==> src/sv/pid_with_antiwindup_defines.svh <==
// Assertion macros for the PID controller with anti-windup.
// Included by the top level; no other dependencies.
`ifndef PID_WITH_ANTIWINDUP_DEFINES_SVH
`define PID_WITH_ANTIWINDUP_DEFINES_SVH

`ifndef SYNTHESIS
// checked on every clock edge outside reset
`define PID_AW_ASSERT(lbl, prop) \
  lbl: assert property (@(posedge clk_i) disable iff (!rst_ni) prop) \
    else $error("pid_with_antiwindup: assertion failed");
// checked on every clock edge, reset included
`define PID_AW_ASSERT_RST(lbl, prop) \
  lbl: assert property (@(posedge clk_i) prop) \
    else $error("pid_with_antiwindup: assertion failed during reset");
`else
`define PID_AW_ASSERT(lbl, prop)
`define PID_AW_ASSERT_RST(lbl, prop)
`endif

`endif

==> src/sv/pid_aw_smul.sv <==
// Saturating fixed-point multiplier: full product, floor shift, clamp.
// No dependencies.
`default_nettype none

module pid_aw_smul #(
  parameter int unsigned DATA_WIDTH = 32,
  parameter int unsigned FRAC_BITS  = 16
) (
  input  logic signed [DATA_WIDTH-1:0] a_i,
  input  logic signed [DATA_WIDTH-1:0] b_i,
  output logic signed [DATA_WIDTH-1:0] p_o
);

  localparam int unsigned ProdW = 2 * DATA_WIDTH;
  localparam int unsigned ShW   = ProdW - FRAC_BITS;

  logic signed [ProdW-1:0]        prod;
  logic signed [ShW-1:0]          shifted;
  logic [ShW-DATA_WIDTH:0]        hi_bits;

  assign prod    = ProdW'(a_i) * ProdW'(b_i);
  // arithmetic shift = round toward minus infinity
  assign shifted = prod[ProdW-1:FRAC_BITS];
  assign hi_bits = shifted[ShW-1:DATA_WIDTH-1];

  always_comb begin
    if (&hi_bits || ~|hi_bits) begin
      p_o = shifted[DATA_WIDTH-1:0];
    end else if (shifted[ShW-1]) begin
      p_o = {1'b1, {(DATA_WIDTH-1){1'b0}}};
    end else begin
      p_o = {1'b0, {(DATA_WIDTH-1){1'b1}}};
    end
  end

endmodule

`default_nettype wire

==> src/sv/pid_aw_err.sv <==
// Input register and error stage: error, error difference, ki * last error.
// Depends on pid_aw_smul.
`default_nettype none

module pid_aw_err #(
  parameter int unsigned DATA_WIDTH = 32,
  parameter int unsigned FRAC_BITS  = 16
) (
  input  logic                         clk_i,
  input  logic                         rst_ni,
  input  logic                         in_valid_i,
  output logic                         in_ready_o,
  input  logic signed [DATA_WIDTH-1:0] target_i,
  input  logic signed [DATA_WIDTH-1:0] measured_i,
  input  logic signed [DATA_WIDTH-1:0] int_gain_i,
  output logic                         dn_valid_o,
  input  logic                         dn_ready_i,
  output logic signed [DATA_WIDTH-1:0] err_o,
  output logic signed [DATA_WIDTH-1:0] diff_o,
  output logic signed [DATA_WIDTH-1:0] ki_o
);

  localparam logic signed [DATA_WIDTH-1:0] MaxVal = {1'b0, {(DATA_WIDTH-1){1'b1}}};
  localparam logic signed [DATA_WIDTH-1:0] MinVal = {1'b1, {(DATA_WIDTH-1){1'b0}}};

  function automatic logic signed [DATA_WIDTH-1:0] sat_sub(
    input logic signed [DATA_WIDTH-1:0] a,
    input logic signed [DATA_WIDTH-1:0] b
  );
    logic [DATA_WIDTH:0] s;
    s = {a[DATA_WIDTH-1], a} - {b[DATA_WIDTH-1], b};
    if (s[DATA_WIDTH] != s[DATA_WIDTH-1]) begin
      sat_sub = s[DATA_WIDTH] ? MinVal : MaxVal;
    end else begin
      sat_sub = s[DATA_WIDTH-1:0];
    end
  endfunction

  logic                         in_vld_q;
  logic signed [DATA_WIDTH-1:0] target_q, measured_q;
  logic                         vld_q;
  logic signed [DATA_WIDTH-1:0] err_q, diff_q, ki_q;
  logic signed [DATA_WIDTH-1:0] last_err_q;
  logic signed [DATA_WIDTH-1:0] err, diff, ki;
  logic                         stg_ready;

  assign stg_ready  = !vld_q || dn_ready_i;
  assign in_ready_o = !in_vld_q || stg_ready;

  assign err  = sat_sub(target_q, measured_q);
  assign diff = sat_sub(err, last_err_q);

  pid_aw_smul #(
    .DATA_WIDTH(DATA_WIDTH),
    .FRAC_BITS (FRAC_BITS)
  ) u_mul_ki (
    .a_i(int_gain_i),
    .b_i(last_err_q),
    .p_o(ki)
  );

  always_ff @(posedge clk_i or negedge rst_ni) begin
    if (!rst_ni) begin
      in_vld_q   <= 1'b0;
      vld_q      <= 1'b0;
      last_err_q <= '0;
    end else begin
      if (in_ready_o) begin
        in_vld_q <= in_valid_i;
      end
      if (stg_ready) begin
        vld_q <= in_vld_q;
      end
      if (stg_ready && in_vld_q) begin
        last_err_q <= err;
      end
    end
  end

  always_ff @(posedge clk_i) begin
    if (in_valid_i && in_ready_o) begin
      target_q   <= target_i;
      measured_q <= measured_i;
    end
    if (stg_ready && in_vld_q) begin
      err_q  <= err;
      diff_q <= diff;
      ki_q   <= ki;
    end
  end

  assign dn_valid_o = vld_q;
  assign err_o      = err_q;
  assign diff_o     = diff_q;
  assign ki_o       = ki_q;

endmodule

`default_nettype wire

==> config.mk <==
export PLATFORM = sky130hd
export DESIGN_NAME = pid_aw_err
export DESIGN_NICKNAME = d
export VERILOG_FILES = /design/src/sv/pid_with_antiwindup_defines.svh /design/src/sv/pid_aw_smul.sv /design/src/sv/pid_aw_err.sv
export SDC_FILE = /design/constraint.sdc
export NUM_CORES = 2
export LEC_CHECK = 0
export ABC_AREA = 1
export BUFFER_PORTS_ARGS = -buffer_cell sky130_fd_sc_hd__clkbuf_2
export CAP_MARGIN = 40
export CORE_MARGIN = 2
export CORE_UTILIZATION = 55
export CTS_CLUSTER_SIZE = 24
export DETAILED_ROUTE_END_ITERATION = 8
export PLACE_DENSITY = 0.74
export SLEW_MARGIN = 20
export SYNTH_ARGS = -nofsm -noshare
export SYNTH_HDL_FRONTEND = slang
export SYNTH_HIERARCHICAL = 1
export SYNTH_SLANG_ARGS = --single-unit
export TNS_END_PERCENT = 10
==> constraint.sdc <==
create_clock -name clk_i -period 9.4 [get_ports clk_i]
set_clock_uncertainty 0.15 [all_clocks]
set_input_delay 0.94 -clock clk_i [delete_from_list [all_inputs] [get_ports clk_i]]
set_output_delay 0.94 -clock clk_i [all_outputs]
set_load 0.005 [all_outputs]
== Word-level counts from Yosys, hierarchy flattened ==
Cells that the tools add are included.

* Output and inout port bits: 98
* Register bits: 194
* Word-level logic and storage cells: 29
* Input port bits: 100

* Equal/unequal tests: 2
* Add/subtract/negate cells: 2
* Muxes and demuxes: 6
* Multiply operators: 1
* Reduce and logical (&&, ||, !) cells: 10

{| class="wikitable"
|+ Operators by type and width
! operator !! number
|-
| 2-to-1 mux 32 bit || 6
|-
| subtractor 32 x 32 -> 33 bit || 2
|-
| multiplier 32 x 32 -> 64 bit || 1
|-
| AND reduction 17 bit || 1
|-
| OR reduction 17 bit || 1
|-
| logical NOT 1 bit || 3
|-
| logical OR 1 bit || 3
|-
| logical AND 1 bit || 2
|-
| != test 1 bit || 2
|}

== Depth between registers and ports, before layout ==
* Depth after elaboration: 6
* Depth in mapped cells: 40

== Modules after synthesis ==
The synthesis kept the hierarchy.

{| class="wikitable"
|+ By module, submodules not included
! module !! sequential area each (sq um) !! area each (sq um) !! cells an instance !! times used
|-
| pid_aw_smul || 0.0 || 38448.1 || 4946 || 1
|-
| pid_aw_err || 5655.4 || 10861.7 || 1196 || 1
|}

== Worst setup path after synthesis ==
OpenSTA, ideal clock, no wires.

* Kind: input to register
* From: input int_gain_i[31]
* To: register ki_q[10], in the netlist ki_o[10] (data pin)
* Required time: 8.998 ns
* Slack: 0.649 ns
* Arrival time: 8.348 ns
* Cell stages on the path: 33
* Path buffers: 2
* Cell sequence: clkbuf_1 -> nand2_1 -> inv_1 -> fa_1 -> fa_1 -> fa_1 -> inv_1 -> fa_1 -> inv_1 -> fa_1 -> fa_1 -> inv_1 -> fa_1 -> fa_1 -> inv_1 -> ha_1 -> nand2_1 -> nor2_1 -> nand2_1 -> nor2_2 -> nor3b_2 -> nand2_1 -> nand3_2 -> nand2_1 -> nand2_1 -> nand3_1 -> nor2_1 -> nand2_1 -> nor2_2 -> nand3_2 -> nand3_2 -> buf_6 -> nand2_1

* Cells in the longest elaborated chain, start to end: 5

{| class="wikitable"
|+ RTL lines
! element !! line !! RTL
|-
| from (decl) || pid_aw_err.sv:15 || <nowiki>input logic signed [DATA_WIDTH-1:0] int_gain_i,</nowiki>
|-
| multiplier 32 x 32 -> 64 bit * || pid_aw_smul.sv:21 || <nowiki>assign prod = ProdW'(a_i) * ProdW'(b_i);</nowiki>
|-
| OR reduction 17 bit || pid_aw_smul.sv:27 || <nowiki>if (&hi_bits || ~|hi_bits) begin</nowiki>
|-
| logical NOT 1 bit || pid_aw_smul.sv:27 ||
|-
| logical OR 1 bit || pid_aw_smul.sv:27 ||
|-
| 2-to-1 mux 32 bit * || pid_aw_smul.sv:27 ||
|-
| named net ki[10] || pid_aw_err.sv:44 || <nowiki>logic signed [DATA_WIDTH-1:0] err, diff, ki;</nowiki>
|-
| to (signal assigned) || pid_aw_err.sv:88 || <nowiki>ki_q <= ki;</nowiki>
|-
| to (decl) || pid_aw_err.sv:42 || <nowiki>logic signed [DATA_WIDTH-1:0] err_q, diff_q, ki_q;</nowiki>
|}

Mark *: on every way through the listed nets, which the timed path passes. The rest lies on a longest branch.
A chain may end at the register's enable or synchronous reset.

== Worst setup path after layout ==
* From: input int_gain_i[31]
* To: register ki_q[2], in the netlist ki_o[2] (data pin)

Same word-level chain as after synthesis.

==> impl_metrics.json <==
{
  "synth-async-reset-ratio_pct": 17.5,
  "fillCellCount": 7892,
  "seq_area_sq_um": 5660,
  "syn_area_sq_um": 49300,
  "hold_buffers": 0,
  "syn_avg_cell_area_sq_um": 8.03,
  "setup_tns_ps": 0,
  "worstPathArrival_ps": 8920,
  "crit_path_start_kind": "input port",
  "setup-violations-final": 0,
  "critPathLaunch": "int_gain_i[31]",
  "insertion_delay_ps": 500,
  "final_common_cell": "nand2_1",
  "postCtsSetupBuffers": 0,
  "period_minus_slack_ps": 8830,
  "multi_input_area_sq_um": 36100,
  "outcome": "complete, no violations",
  "die_h_um": 303,
  "synth_warnings": 6,
  "track_usage_pct": 32.8,
  "crit_required_ps": 9500,
  "final_max_slew_viol_count": 0,
  "root_buffer": "clkbuf_16",
  "r2r-start": "last_err_q[14]",
  "gr-total-overflow": 0,
  "min-delay-start": "last_err_q[24]",
  "io_buffers": 197,
  "core-area_sq_um": 88600,
  "worst_slew_pin_slew_ps": 888,
  "path_common_cell": "inv_1",
  "cts_tree": "yes",
  "die_area_sq_um": 92100,
  "synth_top_area_cell": "fa_1",
  "yosys-top-cells-area": "fa_1 44%, nand2_1 14%, inv_1 13%",
  "drt_iter0_drc": 3074,
  "clock-sinks": 194,
  "crit_type": "in2reg",
  "synth_cell_types": 45,
  "cap_violations": 0,
  "critical_path.endpoint_type": "register",
  "grt_max_degree": 65,
  "dpl.hpwl_mm": 117,
  "syn_inst": 6142,
  "crit_slowest_cell": "fa_1",
  "rows": 109,
  "clk_pin_slew_worst_paths_ps": 90,
  "hold_viol_final": 0,
  "yosysSeqAreaShare_pct": 11.5,
  "post_route_cells_drive_above_1_share_pct": 6.99,
  "initial_utilization_pct": 55.6,
  "htree_levels": 4,
  "worst-path-max-fanout": 31,
  "die_w_um": 303,
  "cpPeakStageDelay_ps": 580,
  "dr.pass1.iters": 6,
  "clockBufferDepth": 2,
  "grt_pass1_vias": 42400,
  "syn_to_final_growth_pct": 7.11,
  "hp-class": "reg2reg",
  "synth_top_area_share_pct": 44.0,
  "synth_ff_type": "edfxtp_1",
  "totalWireLength_mm": 143,
  "fmax_ghz": 0.113,
  "wl_per_cell_um": 19.2,
  "syn-num-nets": 7568,
  "mostFrequentLayoutCells": "1802 x nand2_1, 1754 x inv_1, 1083 x fa_1",
  "cts-resized-gates": 0,
  "rsz0062_at_grt": "no",
  "grt_pass1_wl_mm": 230,
  "slew_headroom_pct": 40.8,
  "io_pins": 198,
  "antenna_found_initial": 0,
  "cts_made_buffers": 17,
  "drc": 0,
  "gp_congestion": 1.01,
  "num-nets-final": 7696,
  "drtAntennaViolNets": 0,
  "ys_seq_elements": 194,
  "synth_edf_count": 160,
  "period_share_pct": 93.9,
  "vias": 39400,
  "viasPerCell": 5.30
}
-- per-layer routing --
metal / vias to the layer above / track usage, % / part of all wire, %
met5: - / 0 / 0
met4: 0 / 17.7 / 6.1
met3: 429 / 4.36 / 7.5
met2: 1771 / 54.5 / 47
met1: 19500 / 41.9 / 39
li1: 17700 / - / -
-- synth_stat cells (all sizes together) (10+ instances only) --
cell / count
nand3: 132
a21oi: 171
dfrtp: 34
inv: 1765
a21o: 17
fa: 1083
nand3b: 10
o21ai: 72
xor2: 51
ha: 243
xnor2: 42
o21bai: 17
nand4: 14
buf: 30
nor3: 22
edfxtp: 160
nand2: 1815
nor2: 227
clkbuf: 192
-- sequential cells by signal, indices dropped and copies added, names as in the netlist --
signal      count
err_o          32
diff_o         32
last_err_q     32
target_q       32
dn_valid_o      1
in_vld_q        1
ki_o           32
measured_q     32
-- cell families after synthesis --
kind of cell | after synthesis | synth area share (%)
AND/OR/NAND/NOR | 2244 | 18.0
AO/OA/AOI/OAI | 298 | 3.39
buffers and inverters | 1987 | 15.3
adder cells (fa/ha/maj) | 1326 | 50.1
XOR/XNOR | 93 | 1.65
flip-flops | 194 | 11.5
-- final cells by class --
cell class	count	share of cell area, %
clock inverters	15	0.450
flip-flops and latches	194	10.7
inverters	1765	12.5
clock buffers	17	0.805
multi-input cells	3961	68.4
repair buffers	331	4.36
diodes	1	0.00474
well taps	1165	2.76
-- worst max-delay path, delay by kind of cell --
kind / cells / cell delay, ps
fa+ha+maj: 9 / 4580
simple gates: 15 / 1880
buf+inv: 11 / 1490
-- per-stage QoR --
| step | std cells | setup slack [ps] | hold slack (ps) | area [sq um] | utilization (%) |
|---|---|---|---|---|---|
| global placement | 7409 | 220 | 341 | 52000 | 58.7 |
| finish | 7449 | 572 | 370 | 52800 | 59.6 |
| floorplan | 6142 | 649 | 363 | 49300 | - |
| global route | 7448 | 35.2 | 411 | 52800 | 59.6 |
| detailed placement | 7415 | 142 | 349 | 52100 | 58.8 |
| CTS | 7447 | 658 | 368 | 52800 | 59.6 |
-- final timing paths --
kind	endpoint	slack [ps]	cells past startpoint
max in group asynchronous	last_err_q[21]	8290	2
worst min-delay path	last_err_q[24]	370	2
worst min register to register	last_err_q[24]	370	2
worst max register to register	ki_o[2]	740	32
min in group asynchronous	last_err_q[12]	380	2
worst max-delay path	ki_o[2]	570	35
Power is not shown: default switching activity piles up to over one toggle a cycle in this logic, so the estimate is an artifact.
