### src/sv/pid_with_antiwindup_defines.svh
// Assertion macros for the PID controller with anti-windup.
// Included by the top level; no other dependencies.
`ifndef PID_WITH_ANTIWINDUP_DEFINES_SVH
`define PID_WITH_ANTIWINDUP_DEFINES_SVH

`ifndef SYNTHESIS
// checked on every clock edge outside reset
`define PID_AW_ASSERT(lbl, prop) \
  lbl: assert property (@(posedge clk_i) disable iff (!rst_ni) prop) \
    else $error("pid_with_antiwindup: assertion failed");
// checked on every clock edge, reset included
`define PID_AW_ASSERT_RST(lbl, prop) \
  lbl: assert property (@(posedge clk_i) prop) \
    else $error("pid_with_antiwindup: assertion failed during reset");
`else
`define PID_AW_ASSERT(lbl, prop)
`define PID_AW_ASSERT_RST(lbl, prop)
`endif

`endif

### src/sv/pid_aw_pkg.sv
// Shared constants and codes for the PID controller with anti-windup.
// No dependencies.
`default_nettype none

package pid_aw_pkg;

  localparam int unsigned DataWidthDef = 32;
  localparam int unsigned FracBitsDef  = 16;
  localparam int unsigned CfgIdxW      = 3;
  localparam int unsigned LimW         = 2;

  typedef enum logic [CfgIdxW-1:0] {
    REG_PROP_GAIN       = 3'd0,
    REG_INTEGRAL_GAIN   = 3'd1,
    REG_DERIVATIVE_GAIN = 3'd2,
    REG_WINDUP_GAIN     = 3'd3,
    REG_OUT_MAX         = 3'd4,
    REG_OUT_MIN         = 3'd5
  } cfg_reg_e;

  typedef enum logic [LimW-1:0] {
    LIM_NONE  = 2'd0,
    LIM_UPPER = 2'd1,
    LIM_LOWER = 2'd2
  } limit_e;

endpackage

`default_nettype wire

### src/sv/pid_aw_smul.sv
// Saturating fixed-point multiplier: full product, floor shift, clamp.
// No dependencies.
`default_nettype none

module pid_aw_smul #(
  parameter int unsigned DATA_WIDTH = 32,
  parameter int unsigned FRAC_BITS  = 16
) (
  input  logic signed [DATA_WIDTH-1:0] a_i,
  input  logic signed [DATA_WIDTH-1:0] b_i,
  output logic signed [DATA_WIDTH-1:0] p_o
);

  localparam int unsigned ProdW = 2 * DATA_WIDTH;
  localparam int unsigned ShW   = ProdW - FRAC_BITS;

  logic signed [ProdW-1:0]        prod;
  logic signed [ShW-1:0]          shifted;
  logic [ShW-DATA_WIDTH:0]        hi_bits;

  assign prod    = ProdW'(a_i) * ProdW'(b_i);
  // arithmetic shift = round toward minus infinity
  assign shifted = prod[ProdW-1:FRAC_BITS];
  assign hi_bits = shifted[ShW-1:DATA_WIDTH-1];

  always_comb begin
    if (&hi_bits || ~|hi_bits) begin
      p_o = shifted[DATA_WIDTH-1:0];
    end else if (shifted[ShW-1]) begin
      p_o = {1'b1, {(DATA_WIDTH-1){1'b0}}};
    end else begin
      p_o = {1'b0, {(DATA_WIDTH-1){1'b1}}};
    end
  end

endmodule

`default_nettype wire

### src/sv/pid_aw_acc.sv
// Integrator, sum, clamp and result register; holds integral and saturation error.
// Depends on pid_aw_pkg and pid_aw_smul.
`default_nettype none

module pid_aw_acc #(
  parameter int unsigned DATA_WIDTH = 32,
  parameter int unsigned FRAC_BITS  = 16
) (
  input  logic                           clk_i,
  input  logic                           rst_ni,
  input  logic                           up_valid_i,
  output logic                           up_ready_o,
  input  logic signed [DATA_WIDTH-1:0]   p_i,
  input  logic signed [DATA_WIDTH-1:0]   d_i,
  input  logic signed [DATA_WIDTH-1:0]   ki_i,
  input  logic signed [DATA_WIDTH-1:0]   windup_gain_i,
  input  logic signed [DATA_WIDTH-1:0]   out_max_i,
  input  logic signed [DATA_WIDTH-1:0]   out_min_i,
  output logic                           out_valid_o,
  input  logic                           out_ready_i,
  output logic signed [DATA_WIDTH-1:0]   drive_o,
  output logic [pid_aw_pkg::LimW-1:0]    limited_o
);

  import pid_aw_pkg::*;

  localparam logic signed [DATA_WIDTH-1:0] MaxVal = {1'b0, {(DATA_WIDTH-1){1'b1}}};
  localparam logic signed [DATA_WIDTH-1:0] MinVal = {1'b1, {(DATA_WIDTH-1){1'b0}}};

  function automatic logic signed [DATA_WIDTH-1:0] sat_add(
    input logic signed [DATA_WIDTH-1:0] a,
    input logic signed [DATA_WIDTH-1:0] b
  );
    logic [DATA_WIDTH:0] s;
    s = {a[DATA_WIDTH-1], a} + {b[DATA_WIDTH-1], b};
    if (s[DATA_WIDTH] != s[DATA_WIDTH-1]) begin
      sat_add = s[DATA_WIDTH] ? MinVal : MaxVal;
    end else begin
      sat_add = s[DATA_WIDTH-1:0];
    end
  endfunction

  function automatic logic signed [DATA_WIDTH-1:0] sat_sub(
    input logic signed [DATA_WIDTH-1:0] a,
    input logic signed [DATA_WIDTH-1:0] b
  );
    logic [DATA_WIDTH:0] s;
    s = {a[DATA_WIDTH-1], a} - {b[DATA_WIDTH-1], b};
    if (s[DATA_WIDTH] != s[DATA_WIDTH-1]) begin
      sat_sub = s[DATA_WIDTH] ? MinVal : MaxVal;
    end else begin
      sat_sub = s[DATA_WIDTH-1:0];
    end
  endfunction

  logic                         vld_q;
  logic signed [DATA_WIDTH-1:0] drive_q;
  limit_e                       lim_q;
  logic signed [DATA_WIDTH-1:0] integ_q, lse_q;
  logic signed [DATA_WIDTH-1:0] kw, i_part, i_new, pi_sum, tot, lo_clip, sat, lse;
  limit_e                       code;

  assign up_ready_o = !vld_q || out_ready_i;

  pid_aw_smul #(
    .DATA_WIDTH(DATA_WIDTH),
    .FRAC_BITS (FRAC_BITS)
  ) u_mul_kw (
    .a_i(windup_gain_i),
    .b_i(lse_q),
    .p_o(kw)
  );

  // summation order matters: every add saturates
  assign i_part  = sat_add(integ_q, ki_i);
  assign i_new   = sat_add(i_part, kw);
  assign pi_sum  = sat_add(p_i, i_new);
  assign tot     = sat_add(pi_sum, d_i);
  // raise to min first, then lower to max (max wins on inverted limits)
  assign lo_clip = (tot < out_min_i) ? out_min_i : tot;
  assign sat     = (lo_clip > out_max_i) ? out_max_i : lo_clip;
  assign lse     = sat_sub(sat, tot);

  always_comb begin
    if (sat < tot) begin
      code = LIM_UPPER;
    end else if (sat > tot) begin
      code = LIM_LOWER;
    end else begin
      code = LIM_NONE;
    end
  end

  always_ff @(posedge clk_i or negedge rst_ni) begin
    if (!rst_ni) begin
      vld_q   <= 1'b0;
      integ_q <= '0;
      lse_q   <= '0;
    end else begin
      if (up_ready_o) begin
        vld_q <= up_valid_i;
      end
      if (up_valid_i && up_ready_o) begin
        integ_q <= i_new;
        lse_q   <= lse;
      end
    end
  end

  always_ff @(posedge clk_i) begin
    if (up_valid_i && up_ready_o) begin
      drive_q <= sat;
      lim_q   <= code;
    end
  end

  assign out_valid_o = vld_q;
  assign drive_o     = drive_q;
  assign limited_o   = lim_q;

endmodule

`default_nettype wire

### config.mk
export PLATFORM = sky130hd
export DESIGN_NAME = pid_aw_acc
export DESIGN_NICKNAME = d
export VERILOG_FILES = /design/src/sv/pid_with_antiwindup_defines.svh /design/src/sv/pid_aw_pkg.sv /design/src/sv/pid_aw_smul.sv /design/src/sv/pid_aw_acc.sv
export SDC_FILE = /design/constraint.sdc
export NUM_CORES = 2
export LEC_CHECK = 0
export ABC_AREA = 1
export BUFFER_PORTS_ARGS = -buffer_cell sky130_fd_sc_hd__buf_2
export CAP_MARGIN = 20
export CORE_ASPECT_RATIO = 0.5
export CORE_MARGIN = 2
export CORE_UTILIZATION = 30
export CTS_BUF_LIST = sky130_fd_sc_hd__clkbuf_8
export CTS_CLUSTER_DIAMETER = 100
export DETAILED_ROUTE_END_ITERATION = 16
export HOLD_SLACK_MARGIN = 0.12
export PLACE_DENSITY = 0.54
export SETUP_SLACK_MARGIN = 0.1
export SYNTH_ARGS = -nofsm -noshare
export SYNTH_HDL_FRONTEND = slang
export SYNTH_SLANG_ARGS = --single-unit
export TNS_END_PERCENT = 5
### constraint.sdc
create_clock -name clk_i -period 37.3 [get_ports clk_i]
set_input_delay 5.595 -clock clk_i [delete_from_list [all_inputs] [get_ports clk_i]]
set_output_delay 5.595 -clock clk_i [all_outputs]
set_load 0.01 [all_outputs]
Word level (Yosys, flattened, before mapping)
Cells that the tools add are included.
- add/subtract/negate cells: 5
- muxes and demuxes: 15
- order comparisons: 4
- equality and inequality tests: 5
- reduce and logical (&&, ||, !) cells: 7
- multipliers: 1
- operators with widths (kind ; count):
    32-bit 2-to-1 mux ; 14
    32-bit by 32-bit adder with 33-bit output ; 4
    32-bit greater-than comparator ; 2
    32-bit < comparator ; 2
    32-bit by 32-bit multiplier with 64-bit output ; 1
    32-bit by 32-bit subtractor with 33-bit output ; 1
    17-bit AND reduction ; 1
    17-bit OR reduction ; 1
    1-bit != test ; 5
    1-bit zero test ; 2
    1-bit logical OR ; 2
    2-bit 2-to-1 mux ; 1
    1-bit logical AND ; 1
- bits of input ports: 196
- logic and storage cells: 42
- bits in registers: 99
- output and inout bits: 36

Depth between registers and ports, before layout
- word-level depth: 21
- mapped depth: 152
- gate-level depth less buffers: 141

Hierarchy
A second synthesis with hierarchy kept.
- cell total of the unflattened synthesis: 7306
- area, all modules: 54021.8 µm²
- modules (own cells, without submodules) (module ; sequential area each (µm²) ; instances ; area each (µm²) ; cells an instance):
    pid_aw_smul ; 0.0 ; 1 ; 38336.8 ; 4925
    pid_aw_acc ; 2647.5 ; 1 ; 15685.0 ; 2381

Worst setup path after synthesis
OpenSTA, ideal clock, no wires.
- path kind: input -> register
- start: input port windup_gain_i[31]
- end: register lse_q[0]
- required time: 37.174 ns
- setup time: 0.126 ns
- buffers on the path: 11
- arrival: 27.401 ns
- slack: 9.773 ns
- stages: 137
- cell sequence: clkbuf_1 -> nand2_1 -> inv_1 -> fa_1 -> fa_1 -> fa_1 -> inv_1 -> fa_1 -> inv_1 -> fa_1 -> fa_1 -> inv_1 -> fa_1 -> fa_1 -> inv_1 -> ha_1 -> nand2_1 -> nor2_1 -> [101 not listed] -> ha_1 -> a21oi_1 -> o21ai_1 -> nand3_1 -> nand3b_1 -> nand3_1 -> nand2_1 -> a21oi_1 -> inv_1 -> a21oi_1 -> o21bai_1 -> nand3_1 -> nand3_1 -> o21ai_1 -> nor2_1 -> nor2_2 -> buf_6 -> o22ai_1
- word-level cells in the longest chain between the ends: 21
- elaborated cells between the ends (all ways): 27
- classes of those cells: 4 x add/sub; 1 x mul; 2 x order compare; 4 x eq/ne; 12 x mux; 4 x reduce/logical
- RTL lines (item ; line ; RTL):
    from (decl) ; pid_aw_acc.sv:16 ; input logic signed [DATA_WIDTH-1:0] windup_gain_i,
    32-bit by 32-bit multiplier with 64-bit output (*) ; pid_aw_smul.sv:21 ; assign prod = ProdW'(a_i) * ProdW'(b_i);
    17-bit OR reduction ; pid_aw_smul.sv:27 ; if (&hi_bits || ~|hi_bits) begin
    1-bit zero test ; pid_aw_smul.sv:27 ;
    1-bit logical OR ; pid_aw_smul.sv:27 ;
    32-bit 2-to-1 mux (*) ; pid_aw_smul.sv:27 ;
    32-bit by 32-bit adder with 33-bit output (*) ; pid_aw_acc.sv:35 ; s = {a[DATA_WIDTH-1], a} + {b[DATA_WIDTH-1], b};
    32-bit 2-to-1 mux / 1-bit != test (equally long branches) ; pid_aw_acc.sv:37, pid_aw_acc.sv:36 ;
    32-bit 2-to-1 mux (*) ; pid_aw_acc.sv:36 ; if (s[DATA_WIDTH] != s[DATA_WIDTH-1]) begin
    named net i_new[0] ; pid_aw_acc.sv:60 ; logic signed [DATA_WIDTH-1:0] kw, i_part, i_new, pi_sum, tot, lo_clip, sat, lse;
    [6 not listed] ; -- ;
    32-bit < comparator ; pid_aw_acc.sv:80 ; assign lo_clip = (tot < out_min_i) ? out_min_i : tot;
    32-bit 2-to-1 mux (*) ; pid_aw_acc.sv:80 ;
    32-bit greater-than comparator ; pid_aw_acc.sv:81 ; assign sat = (lo_clip > out_max_i) ? out_max_i : lo_clip;
    32-bit 2-to-1 mux (*) ; pid_aw_acc.sv:81 ;
    named net sat[3] ; pid_aw_acc.sv:60 ;
    32-bit by 32-bit subtractor with 33-bit output (*) ; pid_aw_acc.sv:48 ; s = {a[DATA_WIDTH-1], a} - {b[DATA_WIDTH-1], b};
    32-bit 2-to-1 mux / 1-bit != test (equally long branches) ; pid_aw_acc.sv:50, pid_aw_acc.sv:49 ;
    32-bit 2-to-1 mux (*) ; pid_aw_acc.sv:49 ; if (s[DATA_WIDTH] != s[DATA_WIDTH-1]) begin
    to (signal assigned) ; pid_aw_acc.sv:105 ; lse_q <= lse;
    to (decl) ; pid_aw_acc.sv:59 ; logic signed [DATA_WIDTH-1:0] integ_q, lse_q;
The timed path passes the listed nets; every way through them passes the cells marked *.
A chain may end at the register's enable or synchronous reset.

Final worst setup path
- start: input port windup_gain_i[31]
- end: register lse_q[12]
The elaborated chain is that of the path after synthesis.

==> flow_metrics.py <==
metrics = {
    "timing": {
        "finClkSkew_ns": 0.0157,
        "max_clock_freq_ghz": 0.0293,
        "min_period_ns": 34.12,
        "worst_pin_slew_ns": 0.984,
        "fin_ws_ns": 3.18,
        "fin_setup_tns_ns": 0,
        "rsz0062_at_grt": "no",
        "slew_headroom_pct": 34.2,
        "finalCritPeriodShare_pct": 91.5,
        "drv_slew": 0,
        "finalHoldViolCount": 0,
        "setup_viol": 0,
    },
    "clock_network": {
        "cts_buffer_depth": 2,
        "cts_setup_buffers": 0,
        "htree_levels": 3,
        "cts_hold_buf": 0,
        "cts_tree": "yes",
        "worstSkewPairLatency_ns": 0.44,
        "cts_resized": 0,
        "cts.clk_slew.worst_paths_ns": 0.12,
        "cts_root_buf": "clkbuf_8",
        "clock_sinks": 99,
        "cts-buffers-inserted": 9,
    },
    "worst_setup_path": {
        "cpPeakStageDelay_ns": 0.87,
        "crit_path_start": "windup_gain_i[31]",
        "crit_path_frequent_cell": "nand2_1",
        "critPathLaunchType": "primary input",
        "r2r_slack_ns": 8.17,
        "crit-reg2reg-launch": "lse_q[2]",
        "crit_slowest_cell": "fa_1",
        "endpoint_kind": "flop",
        "worstRegToRegCells": 129,
        "critical_path.endpoint": "lse_q[12]",
        "critical_path_arrival_ns": 34.44,
        "cp.required_ns": 37.62,
        "r2r-end": "lse_q[12]",
        "worst-path-max-fanout": 34,
        "critical_path_class": "primary input to flop",
    },
    "synth": {
        "synthCells": 7078,
        "yosys_most_used_dff": "dfrtp_1",
        "syn_nets": 8773,
        "synth_area_sq_um": 53600,
        "async_flop_share_pct": 65.7,
        "synth.distinct_cells": 63,
        "yosysWarnings": 0,
        "syn_area_per_cell_sq_um": 7.57,
        "synth_seq_area_share_pct": 4.94,
        "ys_ff_latch": 99,
        "synth_edf_count": 34,
    },
    "place": {
        "port_buffers": 231,
        "hpwl_microns": 148000,
        "routabilityCongestion": 0.965,
        "post-place-ws_ns": 2.38,
        "dpl.cell_count": 9459,
    },
    "route": {
        "drcViolationCount": 0,
        "vias": 44284,
        "post_drt_wl_per_cell_microns": 18.1,
        "first_iter_violations": 2782,
        "wl_microns": 172000,
        "vias_per_cell": 4.67,
        "first_pass_iters": 6,
        "drtAntennaViolNets": 0,
    },
    "floorplanning": {
        "die_x_microns": 602,
        "die_y_microns": 303,
        "row_count": 109,
        "start_util_pct": 30.3,
        "fp.dieArea_sq_um": 182000,
        "ioPinCount": 232,
        "core_area_sq_um": 177000,
    },
    "global_route": {
        "grt_pass1_vias": 46092,
        "grt_max_degree": 68,
        "grt_overflow": 0,
        "grt_usage_pct": 19.2,
        "antenna_found_initial": 9,
        "grt_pass1_wl_microns": 272000,
    },
    "finish": {
        "drive_gt1_share_pct": 6.52,
        "area_growth_syn_to_layout_pct": 6.61,
        "final_nets": 8780,
        "final_cells": 9478,
    },
    "status": {
        "status": "finished clean",
    },
    "run": {
        "max_cap_violations": 0,
    },
    "min_path": {
        "min_path_type": "flop to flop",
    },
}
[metrics by stage]
stage | hold slack, ns | cell area [sq um] | utilization, %
global route | 0.522 | 57100 | 32.3
floorplan | 0.453 | 53600 | -
detailed placement | 0.474 | 56800 | 32.1
finish | 0.500 | 57100 | 32.3
CTS | 0.499 | 57100 | 32.2
global placement | 0.472 | 56800 | 32.1
[logic make-up (layout without fill, tap and decap cells)]
group | Yosys count | after routing | synth area share [%]
AOI/OAI and AO/OA | 780 | 780 | 8.18
xor gates and xnor gates | 128 | 128 | 2.09
adders and majority gates | 1499 | 1499 | 50.2
buffers and inverters | 2160 | 2172 | 15.5
DFF | 99 | 99 | 4.94
other | 0 | 2 | 0
and+or+nand+nor | 2412 | 2412 | 19.0
[cell type report]
cell class | count | area, sq um
Inverter | 1875 | 7040
Sequential cell | 99 | 2660
Antenna cell | 2 | 5.00
Fill cell | 19297 | 120000
Clock inverter | 6 | 119
Multi-Input combinational cell | 4819 | 42600
Clock buffer | 10 | 138
Timing Repair Buffer | 281 | 1550
Tap cell | 2386 | 2990
[metal layers]
layer	GRT usage, %	up-vias	part of all wire (%)
li1	-	20901	-
met1	26.5	22371	46
met2	33.7	866	49
met3	0.689	138	3.1
met4	3.90	8	1.9
met5	0	-	0.027
[cells in the mapped netlist, drive strengths merged, types with 11 or more instances]
master,count,area share [%]
xnor2,52,0.85
fa,1086,41
buf,41,0.65
a21oi,380,3.6
or2,52,0.61
nor3,39,0.37
nand4,32,0.37
dfrtp,65,3.0
nor2,286,2.0
clkbuf,244,1.7
a21boi,14,0.20
o21ai,235,2.3
and2,34,0.40
nor4,14,0.16
o21a,11,0.15
ha,413,9.6
inv,1872,13
nand2,1720,12
o211ai,20,0.29
a21o,20,0.28
edfxtp,34,1.9
a31oi,37,0.43
xor2,76,1.2
nand3,232,2.8
o21bai,20,0.28
[worst max-delay path, delay by kind of cell]
family / cells / cell delay [ns]
buffers and inverters: 22 / 4.08
AOI/OAI and AO/OA: 36 / 6.71
adders and majority gates: 20 / 9.73
and+or+nand+nor: 48 / 7.51
xor gates and xnor gates: 3 / 0.63
[flip-flops by register name, summed over array words and instances, names as in the netlist]
name,cells
out_valid_o,1
integ_q,32
lse_q,32
drive_o,32
limited_o,2
[worst min path at each step]
stage,from,end,depth (start not counted)
after CTS,integ_q[31],integ_q[31],2
after detailed placement,integ_q[31],integ_q[31],2
final,integ_q[7],integ_q[7],2
after global placement,integ_q[2],integ_q[2],2
after floorplan,integ_q[31],integ_q[31],2
after global routing,integ_q[7],integ_q[7],2
[layout by cell type, fill, tap and decap left out, types with 32 or more instances in the layout]
master | netlist | layout
nand3_1 | 167 | 167
o21ai_0 | 205 | 205
nand3_2 | 62 | 62
buf_4 | 2 | 48
a31oi_1 | 37 | 37
buf_2 | 17 | 231
edfxtp_1 | 34 | 34
nand4_1 | 32 | 32
dfrtp_1 | 65 | 57
and2_1 | 34 | 34
xor2_1 | 76 | 76
nand2_1 | 1703 | 1701
a21oi_1 | 379 | 379
xnor2_1 | 52 | 52
fa_1 | 1086 | 1086
nor3_1 | 38 | 38
or2_2 | 49 | 49
ha_1 | 413 | 413
inv_1 | 1871 | 1871
nor2_1 | 283 | 282
Power is left out: the tool's default activity adds up to more than one toggle a clock period on the data nets, which glitch-free logic cannot reach.
